**config.mk**
```make
export PLATFORM = sky130hd
export DESIGN_NAME = copa_fifo
export DESIGN_NICKNAME = d
export VERILOG_FILES = /design/src/rtl/copa_fifo.sv
export SDC_FILE = /design/constraint.sdc
export NUM_CORES = 1
export LEC_CHECK = 0
export BUFFER_PORTS_ARGS = -buffer_cell sky130_fd_sc_hd__buf_2
export CORE_ASPECT_RATIO = 0.5
export CORE_UTILIZATION = 34
export CTS_CLUSTER_SIZE = 25
export DETAILED_ROUTE_END_ITERATION = 12
export GPL_ROUTABILITY_DRIVEN = 0
export GPL_TIMING_DRIVEN = 0
export MAX_ROUTING_LAYER = met4
export PLACE_DENSITY_LB_ADDON = 0.25
export SETUP_SLACK_MARGIN = 0.02
export SLEW_MARGIN = 30
export SYNTH_ARGS = -nofsm -noshare
export SYNTH_HDL_FRONTEND = slang
export SYNTH_SLANG_ARGS = --single-unit
```
**constraint.sdc**
```tcl
create_clock -name i_clk -period 2.4 [get_ports i_clk]
set_input_delay 0.24 -clock i_clk [delete_from_list [all_inputs] [get_ports i_clk]]
set_output_delay 0.24 -clock i_clk [all_outputs]
set_load 0.03 [all_outputs]
```
**src/rtl/copa_fifo.sv**
```systemverilog
// ----------------------------------------------------------------------------
// COPA queue
// Small register queue used for the item queue and the result queue.
// ----------------------------------------------------------------------------
module copa_fifo #(
    parameter int WIDTH = 8,
    parameter int DEPTH = 4
) (
    input  logic                       i_clk,
    input  logic                       i_rst_n,
    input  logic                       i_push,
    input  logic [WIDTH-1:0]           i_data,
    output logic                       o_full,
    input  logic                       i_pop,
    output logic [WIDTH-1:0]           o_data,
    output logic                       o_empty,
    output logic [$clog2(DEPTH+1)-1:0] o_count
);
    localparam int PW = (DEPTH > 1) ? $clog2(DEPTH) : 1;
    localparam int CW = $clog2(DEPTH + 1);

    logic [WIDTH-1:0] r_mem [DEPTH];
    logic [PW-1:0]    r_wr;
    logic [PW-1:0]    r_rd;
    logic [CW-1:0]    r_cnt;
    logic             w_wr;
    logic             w_rd;

    assign o_full  = (r_cnt == CW'(DEPTH));
    assign o_empty = (r_cnt == '0);
    assign o_count = r_cnt;
    assign o_data  = r_mem[r_rd];
    assign w_wr    = i_push && !o_full;
    assign w_rd    = i_pop && !o_empty;

    always_ff @(posedge i_clk) begin
        if (!i_rst_n) begin
            r_wr  <= '0;
            r_rd  <= '0;
            r_cnt <= '0;
        end else begin
            if (w_wr) begin
                r_wr <= (r_wr == PW'(DEPTH - 1)) ? '0 : r_wr + 1'b1;
            end
            if (w_rd) begin
                r_rd <= (r_rd == PW'(DEPTH - 1)) ? '0 : r_rd + 1'b1;
            end
            r_cnt <= r_cnt + CW'(w_wr) - CW'(w_rd);
        end
    end

    always_ff @(posedge i_clk) begin
        if (w_wr) begin
            r_mem[r_wr] <= i_data;
        end
    end

endmodule

```
==> flow_metrics.py <==
metrics = {
    "logic_synthesis": {
        "ys_seq_elements": 41,
        "synth_cell_type_count": 21,
        "ys_warn_count": 0,
        "synth_nets": 115,
        "synth_top_family_by_area": "multiplexers",
        "seq_area_frac_synth_pct": 68.78,
        "netlist_area_um2": 1659,
        "synthMuxAreaShare_pct": 12.07,
        "synth-simple-area-share_pct": 7.240,
        "synth_compound_area_share_pct": 1.357,
        "synth-adder-area-share_pct": 6.486,
        "syn_avg_cell_area_um2": 17.46,
        "syn_inst": 95,
        "synthXorXnorAreaFrac_pct": 1.056,
    },
    "critical_path": {
        "r2r_start": "o_count[0]",
        "cp_max_fo": 7,
        "path_buf_inv": 3,
        "cpLargestDelayFamily": "adder cells",
        "cp_cell_sequence": "nor3b_4 -> nor2b_2 -> buf_6 -> inv_1 -> ha_1 -> inv_1 -> ha_1 -> fa_1 -> xnor2_1 -> xnor2_1 -> and2_1",
        "start_kind": "flop",
        "setup.worst_path.end_class": "flop",
        "cp_data_arrival_time_ns": 2.44,
        "reg2reg_setup_slack_ns": 0.14,
        "rr_worst_depth": 11,
        "critPathKind": "flop to flop",
        "crit_path_start": "o_count[0]",
        "required_ns": 2.58,
        "r2r_end": "o_count[2]",
        "critPathSlowestCell": "dfxtp_1",
        "slowest_delay_ns": 0.50,
    },
    "final_layout": {
        "fin_util_pct": 43.69,
        "fin_cells": 193,
        "nNetsFinal": 146,
        "drive_above_1_share_pct": 37.80,
        "antenna_cells": 0,
        "fin_area_um2": 1979,
        "syn_to_final_growth_pct": 19.31,
    },
    "sta": {
        "fin_crit_sh_pct": 94.35,
        "finClkSkew_ns": 0.007002,
        "tightest_slew_ns": 0.5046,
        "fmax_mhz": 441.6,
        "relSlewSlack_pct": 66.36,
        "rsz0062_at_grt": "no",
        "maxSlewViolCount": 0,
        "fin_setup_tns_ns": 0,
        "finalCriticalPeriod_ns": 2.264,
        "setup_viol": 0,
        "hold_viol": 0,
    },
    "global_route": {
        "first_global_vias": 807,
        "grt_overflow": 0,
        "grt_start_max_net_pins": 13,
        "antenna_found_initial": 0,
        "grt_pass1_wl_um": 4002,
        "grt_usage_pct": 11.15,
    },
    "drt": {
        "first_iter_violations": 30,
        "drt-wirelength-per-cell_um": 12.92,
        "first_pass_iters": 4,
        "routed_wl_um": 2494,
        "antenna_left": 0,
        "drcViolationCount": 0,
        "vias_per_cell": 4.373,
        "vias": 844,
    },
    "pwr": {
        "p_per_area_nw_per_um2": 1077,
        "report.power.total_uw": 2131,
        "cellLeakagePower_uw": 0.0007336,
        "pwr-share-seq_pct": 44.1,
        "power_switching_uw": 682.7,
        "p_int_uw": 1449,
        "clkPwrFrac_pct": 24.8,
        "switching_share_pct": 32.03,
        "pwr-share-comb_pct": 31.1,
        "peakVddDrop_mv": 0.5051,
    },
    "clock_network": {
        "cts_made_buffers": 5,
        "postCtsHoldBufs": 0,
        "post_cts_resized": 0,
        "cts_setup_buffers": 0,
        "clkLatencyLatePin_ns": 0.28,
        "cts_tree": "built",
        "root_buffer": "clkbuf_8",
        "cts_buffer_depth": 2,
        "path_clk_slew_ns": 0.08,
        "cts_sinks": 41,
        "h-tree-depth": 2,
    },
    "flow_run": {
        "drv_cap": 0,
    },
    "min_path": {
        "hold_path_end": "r_mem[3][2]",
        "hold_path_class": "input pin to flop",
        "min_from": "i_data[2]",
        "whs_path_depth": 1,
    },
    "die": {
        "dieArea_um2": 5180,
        "ios": 25,
        "start_util_pct": 36.62,
        "die-height_um": 51.40,
        "num_rows": 17,
        "die-width_um": 100.8,
        "core_area_um2": 4531,
    },
    "run_status": {
        "status": "finished, final reports clean",
    },
    "placement": {
        "dp_hpwl_um": 1697,
        "placed_area_um2": 1864,
        "placed_cells": 185,
        "port_buffers": 24,
    },
}
## power groups by stage
stage | combinational (uW) | sequential [uW] | clock, uW
3_3_place_gp | 659 | 945 | 0
5_1_grt | 726 | 951 | 578
2_1_floorplan | 480 | 970 | 0
3_5_place_dp | 671 | 949 | 0
6_report | 663 | 939 | 529
4_1_cts | 676 | 934 | 542
## layout by cell type, fill, tap and decap left out
| cell type | netlist | routed |
|---|---|---|
| inv_1 | 7 | 7 |
| clkbuf_8 | 0 | 5 |
| nor3b_4 | 1 | 1 |
| dfxtp_1 | 9 | 7 |
| edfxtp_1 | 32 | 32 |
| nor2b_2 | 1 | 1 |
| clkinv_1 | 0 | 1 |
| and2_2 | 3 | 3 |
| mux4_2 | 8 | 8 |
| nor2_1 | 2 | 2 |
| mux2i_1 | 2 | 2 |
| o31ai_4 | 0 | 1 |
| nand3_1 | 2 | 2 |
| dfxtp_2 | 0 | 2 |
| buf_2 | 1 | 25 |
| nor3_1 | 1 | 1 |
| xnor2_1 | 2 | 2 |
| bufinv_16 | 0 | 1 |
| ha_1 | 7 | 7 |
| nand2_1 | 6 | 6 |
| o21ai_0 | 2 | 2 |
| fa_1 | 1 | 1 |
| buf_6 | 1 | 1 |
| and2_1 | 4 | 4 |
| clkbuf_1 | 2 | 3 |
## layer usage
metal | track usage, % | wire (um) | vias to the layer above
met5 | - | 0 | -
met3 | 3.557 | 111 | 5
met4 | 4.348 | 36 | 0
met2 | 16.55 | 1135 | 18
li1 | - | - | 410
met1 | 14.37 | 1211 | 411
## Yosys cell counts (all sizes together)
| cell | n | area, um^2 |
|---|---|---|
| mux2i | 2 | 20.02 |
| nand3 | 2 | 10.01 |
| ha | 7 | 87.58 |
| buf | 2 | 16.26 |
| nand2 | 6 | 22.52 |
| nor3b | 1 | 18.77 |
| nor2 | 2 | 7.510 |
| o31ai | 1 | 12.51 |
| dfxtp | 9 | 180.2 |
| clkbuf | 2 | 7.510 |
| inv | 7 | 26.28 |
| nor2b | 1 | 8.760 |
| nor3 | 1 | 5.000 |
| fa | 1 | 20.02 |
| xnor2 | 2 | 17.52 |
| mux4 | 8 | 180.2 |
| edfxtp | 32 | 960.9 |
| and2 | 7 | 47.54 |
| o21ai | 2 | 10.01 |
## per-stage QoR
stage	setup slack, ns	hold WS [ns]
global route	0.03972	0.1682
CTS	0.1117	0.1663
floorplan	0.02254	0.3389
detailed placement	0.1308	0.4649
finish	0.1356	0.1693
global placement	0.1643	0.4551
## how the worst max path moves through the flow
stage	end	cells past startpoint
after floorplan	o_count[2]	11
after global placement	o_count[2]	9
after detailed placement	o_count[2]	9
after CTS	o_count[2]	9
after global routing	o_count[2]	11
final	o_count[2]	11
## area by class of cell
cell class	instances	area (um^2)
plain buffers	4	23.77
clock buffers	6	72.57
repair buffers	24	120.1
clock inverters	2	33.78
well taps	66	82.58
inverters	7	26.28
fillers	403	2551
multi-input cells	43	476.7
flip-flops and latches	41	1144
## kinds of logic (layout without fill, tap and decap cells)
| group | Yosys count | in the layout |
|---|---|---|
| and+or+nand+nor | 20 | 20 |
| buffers and inverters | 11 | 43 |
| adders and majority gates | 8 | 8 |
| DFF | 41 | 41 |
| xor gates and xnor gates | 2 | 2 |
| AOI/OAI and AO/OA | 3 | 3 |
| muxes | 10 | 10 |
## sequential cells by signal, summed over array words and instances (netlist names), named ones only
name / count
r_mem: 32
o_count: 3
r_rd: 2
r_wr: 2
## worst register-to-register path, delay by kind of cell, from the launching register on
family                   cells  cell delay [ns]
XOR/XNOR                     2             0.28
flip-flops                   1             0.50
adder cells (fa/ha/maj)      3             0.82
buffers and inverters        3             0.21
AND/OR/NAND/NOR              3             0.37
(Power assumes the default switching activity.)
