### src/rtl/copa_pkg.sv
// ----------------------------------------------------------------------------
// COPA encryptor package
// Shared types, constants and the AES and GF(2^128) helper functions.
// ----------------------------------------------------------------------------
package copa_pkg;

    localparam int IN_DEPTH_DEF  = 2;
    localparam int OUT_DEPTH_DEF = 4;
    localparam int AES_ROUNDS    = 10;
    localparam int CFG_IDX_W     = 1;

    localparam logic ACT_START = 1'b0;
    localparam logic ACT_BLOCK = 1'b1;

    localparam logic [CFG_IDX_W-1:0] REG_KEY_HI = 1'b0;
    localparam logic [CFG_IDX_W-1:0] REG_KEY_LO = 1'b1;

    localparam logic [127:0] GF_POLY = 128'h87;

    typedef struct packed {
        logic        action;
        logic        fin;
        logic [63:0] hi;
        logic [63:0] lo;
    } t_item;

    typedef struct packed {
        logic [63:0] hi;
        logic [63:0] lo;
        logic        is_tag;
        logic        eor;
    } t_result;

    typedef struct packed {
        logic busy;
        logic done;
    } t_core_sts;

    localparam logic [7:0] SBOX [256] = '{
        8'h63,8'h7c,8'h77,8'h7b,8'hf2,8'h6b,8'h6f,8'hc5,8'h30,8'h01,8'h67,8'h2b,8'hfe,8'hd7,8'hab,8'h76,
        8'hca,8'h82,8'hc9,8'h7d,8'hfa,8'h59,8'h47,8'hf0,8'had,8'hd4,8'ha2,8'haf,8'h9c,8'ha4,8'h72,8'hc0,
        8'hb7,8'hfd,8'h93,8'h26,8'h36,8'h3f,8'hf7,8'hcc,8'h34,8'ha5,8'he5,8'hf1,8'h71,8'hd8,8'h31,8'h15,
        8'h04,8'hc7,8'h23,8'hc3,8'h18,8'h96,8'h05,8'h9a,8'h07,8'h12,8'h80,8'he2,8'heb,8'h27,8'hb2,8'h75,
        8'h09,8'h83,8'h2c,8'h1a,8'h1b,8'h6e,8'h5a,8'ha0,8'h52,8'h3b,8'hd6,8'hb3,8'h29,8'he3,8'h2f,8'h84,
        8'h53,8'hd1,8'h00,8'hed,8'h20,8'hfc,8'hb1,8'h5b,8'h6a,8'hcb,8'hbe,8'h39,8'h4a,8'h4c,8'h58,8'hcf,
        8'hd0,8'hef,8'haa,8'hfb,8'h43,8'h4d,8'h33,8'h85,8'h45,8'hf9,8'h02,8'h7f,8'h50,8'h3c,8'h9f,8'ha8,
        8'h51,8'ha3,8'h40,8'h8f,8'h92,8'h9d,8'h38,8'hf5,8'hbc,8'hb6,8'hda,8'h21,8'h10,8'hff,8'hf3,8'hd2,
        8'hcd,8'h0c,8'h13,8'hec,8'h5f,8'h97,8'h44,8'h17,8'hc4,8'ha7,8'h7e,8'h3d,8'h64,8'h5d,8'h19,8'h73,
        8'h60,8'h81,8'h4f,8'hdc,8'h22,8'h2a,8'h90,8'h88,8'h46,8'hee,8'hb8,8'h14,8'hde,8'h5e,8'h0b,8'hdb,
        8'he0,8'h32,8'h3a,8'h0a,8'h49,8'h06,8'h24,8'h5c,8'hc2,8'hd3,8'hac,8'h62,8'h91,8'h95,8'he4,8'h79,
        8'he7,8'hc8,8'h37,8'h6d,8'h8d,8'hd5,8'h4e,8'ha9,8'h6c,8'h56,8'hf4,8'hea,8'h65,8'h7a,8'hae,8'h08,
        8'hba,8'h78,8'h25,8'h2e,8'h1c,8'ha6,8'hb4,8'hc6,8'he8,8'hdd,8'h74,8'h1f,8'h4b,8'hbd,8'h8b,8'h8a,
        8'h70,8'h3e,8'hb5,8'h66,8'h48,8'h03,8'hf6,8'h0e,8'h61,8'h35,8'h57,8'hb9,8'h86,8'hc1,8'h1d,8'h9e,
        8'he1,8'hf8,8'h98,8'h11,8'h69,8'hd9,8'h8e,8'h94,8'h9b,8'h1e,8'h87,8'he9,8'hce,8'h55,8'h28,8'hdf,
        8'h8c,8'ha1,8'h89,8'h0d,8'hbf,8'he6,8'h42,8'h68,8'h41,8'h99,8'h2d,8'h0f,8'hb0,8'h54,8'hbb,8'h16
    };

    function automatic logic [7:0] xt(input logic [7:0] a);
        return {a[6:0], 1'b0} ^ (a[7] ? 8'h1b : 8'h00);
    endfunction

    // Byte 0 of a block sits in the top byte.
    function automatic logic [7:0] byte_of(input logic [127:0] v, input int b);
        return v[127-8*b -: 8];
    endfunction

    function automatic logic [127:0] gf_dbl(input logic [127:0] a);
        return {a[126:0], 1'b0} ^ (a[127] ? GF_POLY : 128'h0);
    endfunction

    function automatic logic [127:0] gf_tpl(input logic [127:0] a);
        return gf_dbl(a) ^ a;
    endfunction

    function automatic logic [127:0] gf_sev(input logic [127:0] a);
        return gf_dbl(gf_dbl(a)) ^ gf_tpl(a);
    endfunction

    function automatic logic [127:0] key_expand(input logic [127:0] rk, input logic [7:0] rcon);
        logic [31:0] t;
        logic [31:0] w0;
        logic [31:0] w1;
        logic [31:0] w2;
        logic [31:0] w3;
        t  = {SBOX[byte_of(rk, 13)] ^ rcon, SBOX[byte_of(rk, 14)],
              SBOX[byte_of(rk, 15)], SBOX[byte_of(rk, 12)]};
        w0 = rk[127:96] ^ t;
        w1 = rk[95:64] ^ w0;
        w2 = rk[63:32] ^ w1;
        w3 = rk[31:0] ^ w2;
        return {w0, w1, w2, w3};
    endfunction

    // SubBytes, ShiftRows and, except in the last round, MixColumns.
    function automatic logic [127:0] aes_round(input logic [127:0] st, input logic last);
        logic [7:0]   tb [16];
        logic [127:0] r;
        logic [7:0]   a0;
        logic [7:0]   a1;
        logic [7:0]   a2;
        logic [7:0]   a3;
        logic [7:0]   s;
        for (int c = 0; c < 4; c++) begin
            for (int j = 0; j < 4; j++) begin
                tb[c*4+j] = SBOX[byte_of(st, ((c + j) % 4) * 4 + j)];
            end
        end
        for (int c = 0; c < 4; c++) begin
            a0 = tb[c*4];
            a1 = tb[c*4+1];
            a2 = tb[c*4+2];
            a3 = tb[c*4+3];
            s  = a0 ^ a1 ^ a2 ^ a3;
            if (!last) begin
                r[127-8*(c*4)   -: 8] = a0 ^ s ^ xt(a0 ^ a1);
                r[127-8*(c*4+1) -: 8] = a1 ^ s ^ xt(a1 ^ a2);
                r[127-8*(c*4+2) -: 8] = a2 ^ s ^ xt(a2 ^ a3);
                r[127-8*(c*4+3) -: 8] = a3 ^ s ^ xt(a3 ^ a0);
            end else begin
                r[127-8*(c*4)   -: 8] = a0;
                r[127-8*(c*4+1) -: 8] = a1;
                r[127-8*(c*4+2) -: 8] = a2;
                r[127-8*(c*4+3) -: 8] = a3;
            end
        end
        return r;
    endfunction

endpackage

### src/rtl/copa_back.sv
// ----------------------------------------------------------------------------
// COPA sequencer
// Takes classified items off the queue and runs the AES passes of each.
// ----------------------------------------------------------------------------
module copa_back
    import copa_pkg::*;
(
    input  logic         i_clk,
    input  logic         i_rst_n,
    input  t_item        i_item,
    input  logic         i_item_valid,
    output logic         o_item_pop,
    input  logic         i_room,
    output logic         o_core_start,
    output logic [127:0] o_core_block,
    input  t_core_sts    i_core_sts,
    input  logic [127:0] i_core_result,
    output logic         o_res_push,
    output t_result      o_res
);
    typedef enum logic [2:0] {
        ST_IDLE, ST_L, ST_V, ST_X, ST_C, ST_T1, ST_T2
    } t_state;

    t_state       r_state, n_state;
    logic [127:0] r_l, n_l;
    logic [127:0] r_chain, n_chain;
    logic [127:0] r_im, n_im;
    logic [127:0] r_om, n_om;
    logic [127:0] r_cs, n_cs;
    logic [127:0] r_blk, n_blk;
    logic         r_fin, n_fin;
    logic [127:0] w_res;
    logic         w_done;
    logic [127:0] w_sev;

    assign w_res  = i_core_result;
    assign w_done = i_core_sts.done;
    assign w_sev  = gf_sev(r_om);

    always_comb begin
        n_state      = r_state;
        n_l          = r_l;
        n_chain      = r_chain;
        n_im         = r_im;
        n_om         = r_om;
        n_cs         = r_cs;
        n_blk        = r_blk;
        n_fin        = r_fin;
        o_item_pop   = 1'b0;
        o_core_start = 1'b0;
        o_core_block = '0;
        o_res_push   = 1'b0;
        o_res        = '0;
        case (r_state)
            ST_IDLE: begin
                if (i_item_valid && i_room) begin
                    o_item_pop   = 1'b1;
                    o_core_start = 1'b1;
                    n_blk        = {i_item.hi, i_item.lo};
                    n_fin        = i_item.fin;
                    if (i_item.action == ACT_START) begin
                        n_state = ST_L;
                    end else begin
                        o_core_block = {i_item.hi, i_item.lo} ^ r_im;
                        n_cs         = r_cs ^ {i_item.hi, i_item.lo};
                        n_state      = ST_X;
                    end
                end
            end
            ST_L: begin
                if (w_done) begin
                    n_l          = w_res;
                    o_core_start = 1'b1;
                    o_core_block = r_blk ^ gf_tpl(gf_tpl(gf_tpl(gf_tpl(w_res))));
                    n_state      = ST_V;
                end
            end
            ST_V: begin
                if (w_done) begin
                    n_chain = w_res ^ r_l;
                    n_im    = gf_tpl(r_l);
                    n_om    = gf_dbl(r_l);
                    n_cs    = '0;
                    n_state = ST_IDLE;
                end
            end
            ST_X: begin
                if (w_done) begin
                    n_chain      = w_res ^ r_chain;
                    o_core_start = 1'b1;
                    o_core_block = w_res ^ r_chain;
                    n_state      = ST_C;
                end
            end
            ST_C: begin
                if (w_done) begin
                    o_res_push = 1'b1;
                    o_res      = '{hi: w_res[127:64] ^ r_om[127:64],
                                   lo: w_res[63:0] ^ r_om[63:0],
                                   is_tag: 1'b0, eor: !r_fin};
                    if (!r_fin) begin
                        n_im    = gf_dbl(r_im);
                        n_om    = gf_dbl(r_om);
                        n_state = ST_IDLE;
                    end else begin
                        o_core_start = 1'b1;
                        o_core_block = r_cs ^ gf_tpl(r_im);
                        n_state      = ST_T1;
                    end
                end
            end
            ST_T1: begin
                if (w_done) begin
                    o_core_start = 1'b1;
                    o_core_block = w_res ^ r_chain;
                    n_state      = ST_T2;
                end
            end
            ST_T2: begin
                if (w_done) begin
                    o_res_push = 1'b1;
                    o_res      = '{hi: w_res[127:64] ^ w_sev[127:64],
                                   lo: w_res[63:0] ^ w_sev[63:0],
                                   is_tag: 1'b1, eor: 1'b1};
                    n_im       = gf_dbl(r_im);
                    n_om       = gf_dbl(r_om);
                    n_state    = ST_IDLE;
                end
            end
            default: begin
                n_state = ST_IDLE;
            end
        endcase
    end

    always_ff @(posedge i_clk) begin
        if (!i_rst_n) begin
            r_state <= ST_IDLE;
            r_l     <= '0;
            r_chain <= '0;
            r_im    <= '0;
            r_om    <= '0;
            r_cs    <= '0;
            r_fin   <= 1'b0;
        end else begin
            r_state <= n_state;
            r_l     <= n_l;
            r_chain <= n_chain;
            r_im    <= n_im;
            r_om    <= n_om;
            r_cs    <= n_cs;
            r_fin   <= n_fin;
        end
    end

    always_ff @(posedge i_clk) begin
        r_blk <= n_blk;
    end

`ifndef SYNTHESIS
    a_start_when_free: assert property (@(posedge i_clk) disable iff (!i_rst_n)
        o_core_start |-> !i_core_sts.busy)
        else $error("AES unit restarted while busy");
    a_done_in_run: assert property (@(posedge i_clk) disable iff (!i_rst_n)
        i_core_sts.done |-> r_state != ST_IDLE)
        else $error("AES result arrived with no run in progress");
    a_idle_core_free: assert property (@(posedge i_clk) disable iff (!i_rst_n)
        r_state == ST_IDLE |-> !i_core_sts.busy && !i_core_sts.done)
        else $error("AES unit active while sequencer idle");
    a_push_needs_room: assert property (@(posedge i_clk) disable iff (!i_rst_n)
        o_item_pop |=> !o_res_push)
        else $error("result pushed right after a new item started");
`endif

endmodule

### config.mk
export PLATFORM = sky130hd
export DESIGN_NAME = copa_back
export DESIGN_NICKNAME = d
export VERILOG_FILES = /design/src/rtl/copa_pkg.sv /design/src/rtl/copa_back.sv
export SDC_FILE = /design/constraint.sdc
export NUM_CORES = 2
export LEC_CHECK = 0
export CORE_ASPECT_RATIO = 2
export CORE_MARGIN = 3
export CORE_UTILIZATION = 30
export CTS_CLUSTER_DIAMETER = 60
export DETAILED_ROUTE_END_ITERATION = 8
export DONT_BUFFER_PORTS = 1
export GPL_TIMING_DRIVEN = 0
export PLACE_DENSITY = 0.46
export SLEW_MARGIN = 20
export SYNTH_ARGS = -nofsm -noshare
export SYNTH_HDL_FRONTEND = slang
export SYNTH_SLANG_ARGS = --single-unit
export TNS_END_PERCENT = 100
### constraint.sdc
create_clock -name i_clk -period 27.4 [get_ports i_clk]
set_input_delay 5.48 -clock i_clk [delete_from_list [all_inputs] [get_ports i_clk]]
set_output_delay 5.48 -clock i_clk [all_outputs]
set_load 0.03 [all_outputs]
==> summary.txt <==
Synth
  – Post-synthesis sequential area ratio: 0.330
  – Synth Net Count: 6457
  – Post-synth ARST share: 0
  – Commonest cells in the synthesized netlist: 1151 x nand2_1, 644 x dfxtp_1, 528 x clkbuf_1, 522 x xnor2_1, 522 x xor2_1
  – Count of cell types in the netlist: 58
  – Top cell type's share of synthesized area: 0.254
  – Top post-synthesis cells by area: dfxtp_1 25%, xnor2_1 9.0%, xor2_1 9.0%, nand2_1 8.5%, edfxtp_1 7.6%
  – Gate Count Post-Synth: 6193
  – Ys Warns: 0
  – Flops & latches, synth: 772
  – Most common cell in the synthesized netlist: nand2_1
  – EDFF count, synth: 128
  – Most used DFF post-synth: dfxtp_1
  – Post-Synthesis Cell Area: 50800 um2
  – Mean Syn Cell Area: 8.20 um2
  – Area leader, netlist: dfxtp_1

STA
  – Setup violators final: 0
  – Setup TNS: 0 ns
  – Final Skew: 0.0347 ns
  – Minimum clock period: 13.90 ns
  – Fin crit share: 0.507
  – Final Hold Violating Endpoints: 0
  – Unrepaired setup endpoints after global routing: false
  – Slew HR: 0.178
  – Worst slew pin tran: 1.26 ns
  – Slew Limit Fails: 0
  – F_max: 0.0720 GHz

GRT
  – Pin count of the biggest net entering global routing: 14
  – First-pass GRT wire length: 337 mm
  – Initial antenna violation count: 20
  – Overall Global Routing Usage: 0.264
  – Global route total overflow: 0
  – Number of global-route vias before repair: 46400

Floorplan
  – Rows: 213
  – Die Height: 588 um
  – Die Area: 175000 um2
  – Starting density of the core: 0.302
  – DIE WIDTH: 297 um
  – Core area: 168000 um2
  – IO Pins: 525

Route
  – Post-Route WL: 241 mm
  – Post-DR wirelength/cell: 27.9 um
  – Routed Antenna Nets: 0
  – TritonRoute pass-1 iters: 6
  – Vias/cell: 5.48
  – DR iter-0 viols: 3642
  – Via count: 47500
  – DR DRC count: 0

Clock network
  – H-tree Lvls: 3
  – Post-CTS sizing: 0
  – CTS sink count: 772
  – Cts hold-fix bufs: 0
  – Postcts setup bufs: 0
  – Clk slew on worst S/H paths: 0.06 ns
  – Total CTS buffers: 89
  – Max clock buf depth: 3
  – CTS Root Cell: clkbuf_16
  – Worst skew pair latency: 0.72 ns
  – CTS tree: done

Place
  – Port bufs: 0
  – DP Area: 54000 um2
  – DP Cell Count: 8486
  – Gpl congestion: 0.889
  – HPWL after detailed placement: 186 mm

Worst hold path
  – HP Class: reg2reg
  – Hold Path Depth: 2
  – Hold_sp: r_l[1]
  – Hold endpoint: r_l[1]

Layout
  – Final non-filler cell total: 8666
  – Fill count: 17800
  – Multi-input gate area: 30200 um2
  – Register area: 16700 um2
  – Finished Cell Area: 57100 um2
  – # nets final: 6584
  – Ratio of cells with drive above 1 in the final layout: 0.0710
  – Area growth syn-to-layout: 12.4%

Critical path
  – R2r setup slk: 23.84 ns
  – Required time at the worst-slack endpoint: 21.92 ns
  – CP Max Fanout: 10
  – Worst-path cell with the longest stage delay: clkbuf_1
  – CP Launch Point: i_core_sts[0]
  – Data arrival, critical path: 8.42 ns
  – R2R depth: 11
  – Crit Path Class: in2out
  – CP Cell Sequence: buf_4, nand2_1, nor2_1, buf_2, clkbuf_1, a221oi_1, o221ai_1
  – Critical Path Sink Type: output pin
  – Startpoint types: input port
  – FF-to-FF Start: r_state[1]
  – RR Endpoint: r_blk[43]
  – Slowest stage delay, CP: 0.92 ns

Power
  – Peak supply drop: 54.5 uV
  – Leakage: 20.8 nW
  – P per Cell Area: 55.5 nW/um2
  – Power, Total: 3.17 mW

Status
  – Status: finished clean

Job
  – Max-Cap Viols: 0
[cell type report]
| type | instances | area share |
|---|---|---|
| Antenna cell | 15 | 0.000657 |
| Buffer | 974 | 0.0703 |
| Clock buffer | 133 | 0.0472 |
| Clock inverter | 32 | 0.00451 |
| Inverter | 20 | 0.00131 |
| Multi-Input combinational cell | 4427 | 0.529 |
| Sequential cell | 772 | 0.293 |
| Tap cell | 2257 | 0.0495 |
| Timing Repair Buffer | 36 | 0.00480 |
[metrics by stage]
stage | util | hold WS (ns) | setup slack (ns)
5_1_grt | 0.339 | 0.558 | 13.48
3_3_place_gp | 0.319 | 0.507 | -10.82
6_report | 0.340 | 0.521 | 13.50
3_5_place_dp | 0.321 | 0.514 | 13.41
2_1_floorplan | - | 0.482 | 3.38
4_1_cts | 0.338 | 0.523 | 13.40
[cell families (layout without fill, tap and decap cells)]
group / after synthesis / count (layout) / share of synthesized area
mux: 2 / 2 / 0.000394
xor+xnor: 1046 / 1046 / 0.181
simple gates: 1694 / 1694 / 0.140
buf+inv: 994 / 1195 / 0.0804
compound gates: 1685 / 1685 / 0.269
other cells: 0 / 15 / 0
flops: 772 / 772 / 0.330
[worst max-delay path: cells and delay by family]
kind | cells | cell delay, ns
AO/OA/AOI/OAI | 2 | 1.10
buffers and inverters | 3 | 1.49
AND/OR/NAND/NOR | 2 | 0.31
[worst max-delay path by stage]
stage	endpoint	slack, ns	cells past startpoint
2_1_floorplan	o_item_pop	3.38	2
3_3_place_gp	o_item_pop	-10.82	2
3_5_place_dp	o_core_block[125]	13.41	7
4_1_cts	o_core_block[125]	13.40	7
5_1_grt	o_core_block[77]	13.48	7
6_report	o_core_block[76]	13.50	7
[layer usage]
layer  up-vias  share of wire  global-route usage
li1      22000              -                   -
met1     23300           0.34               0.264
met2      1760           0.52               0.490
met3       398          0.086              0.0833
met4         6          0.052               0.129
met5         -        0.00012                   0
[layout by cell type (no fill, tap or decap), types with 33 or more instances in the layout]
master | Yosys | routed
xor2_1 | 522 | 522
clkbuf_1 | 528 | 543
and3_1 | 126 | 126
nand2_1 | 1151 | 1151
o221a_1 | 90 | 90
nor3_1 | 126 | 105
xnor2_1 | 522 | 522
nand3_1 | 126 | 126
o2111ai_1 | 128 | 128
dfxtp_1 | 644 | 644
a221oi_1 | 123 | 123
a21boi_0 | 253 | 253
edfxtp_1 | 128 | 128
a21boi_1 | 132 | 132
nor2_1 | 137 | 137
clkbuf_16 | 0 | 97
o221a_2 | 33 | 33
buf_2 | 162 | 180
o221ai_1 | 121 | 103
a22oi_1 | 115 | 115
a21oi_1 | 140 | 140
a2bb2oi_1 | 110 | 110
o211a_1 | 125 | 125
o211ai_1 | 261 | 261
buf_1 | 255 | 256
[power breakdown]
part / internal (mW) / switching, mW
logic: 0.204 / 0.437
registers: 1.22 / 0.0530
clock network: 0.702 / 0.557
total: 2.12 / 1.05
[sequential cells by signal (all words and copies together), names as in the netlist]
signal,cells
r_im,128
r_om,128
r_cs,128
r_l,128
r_state,3
r_fin,1
r_chain,128
r_blk,128
Power figures use the tool's default switching activity.
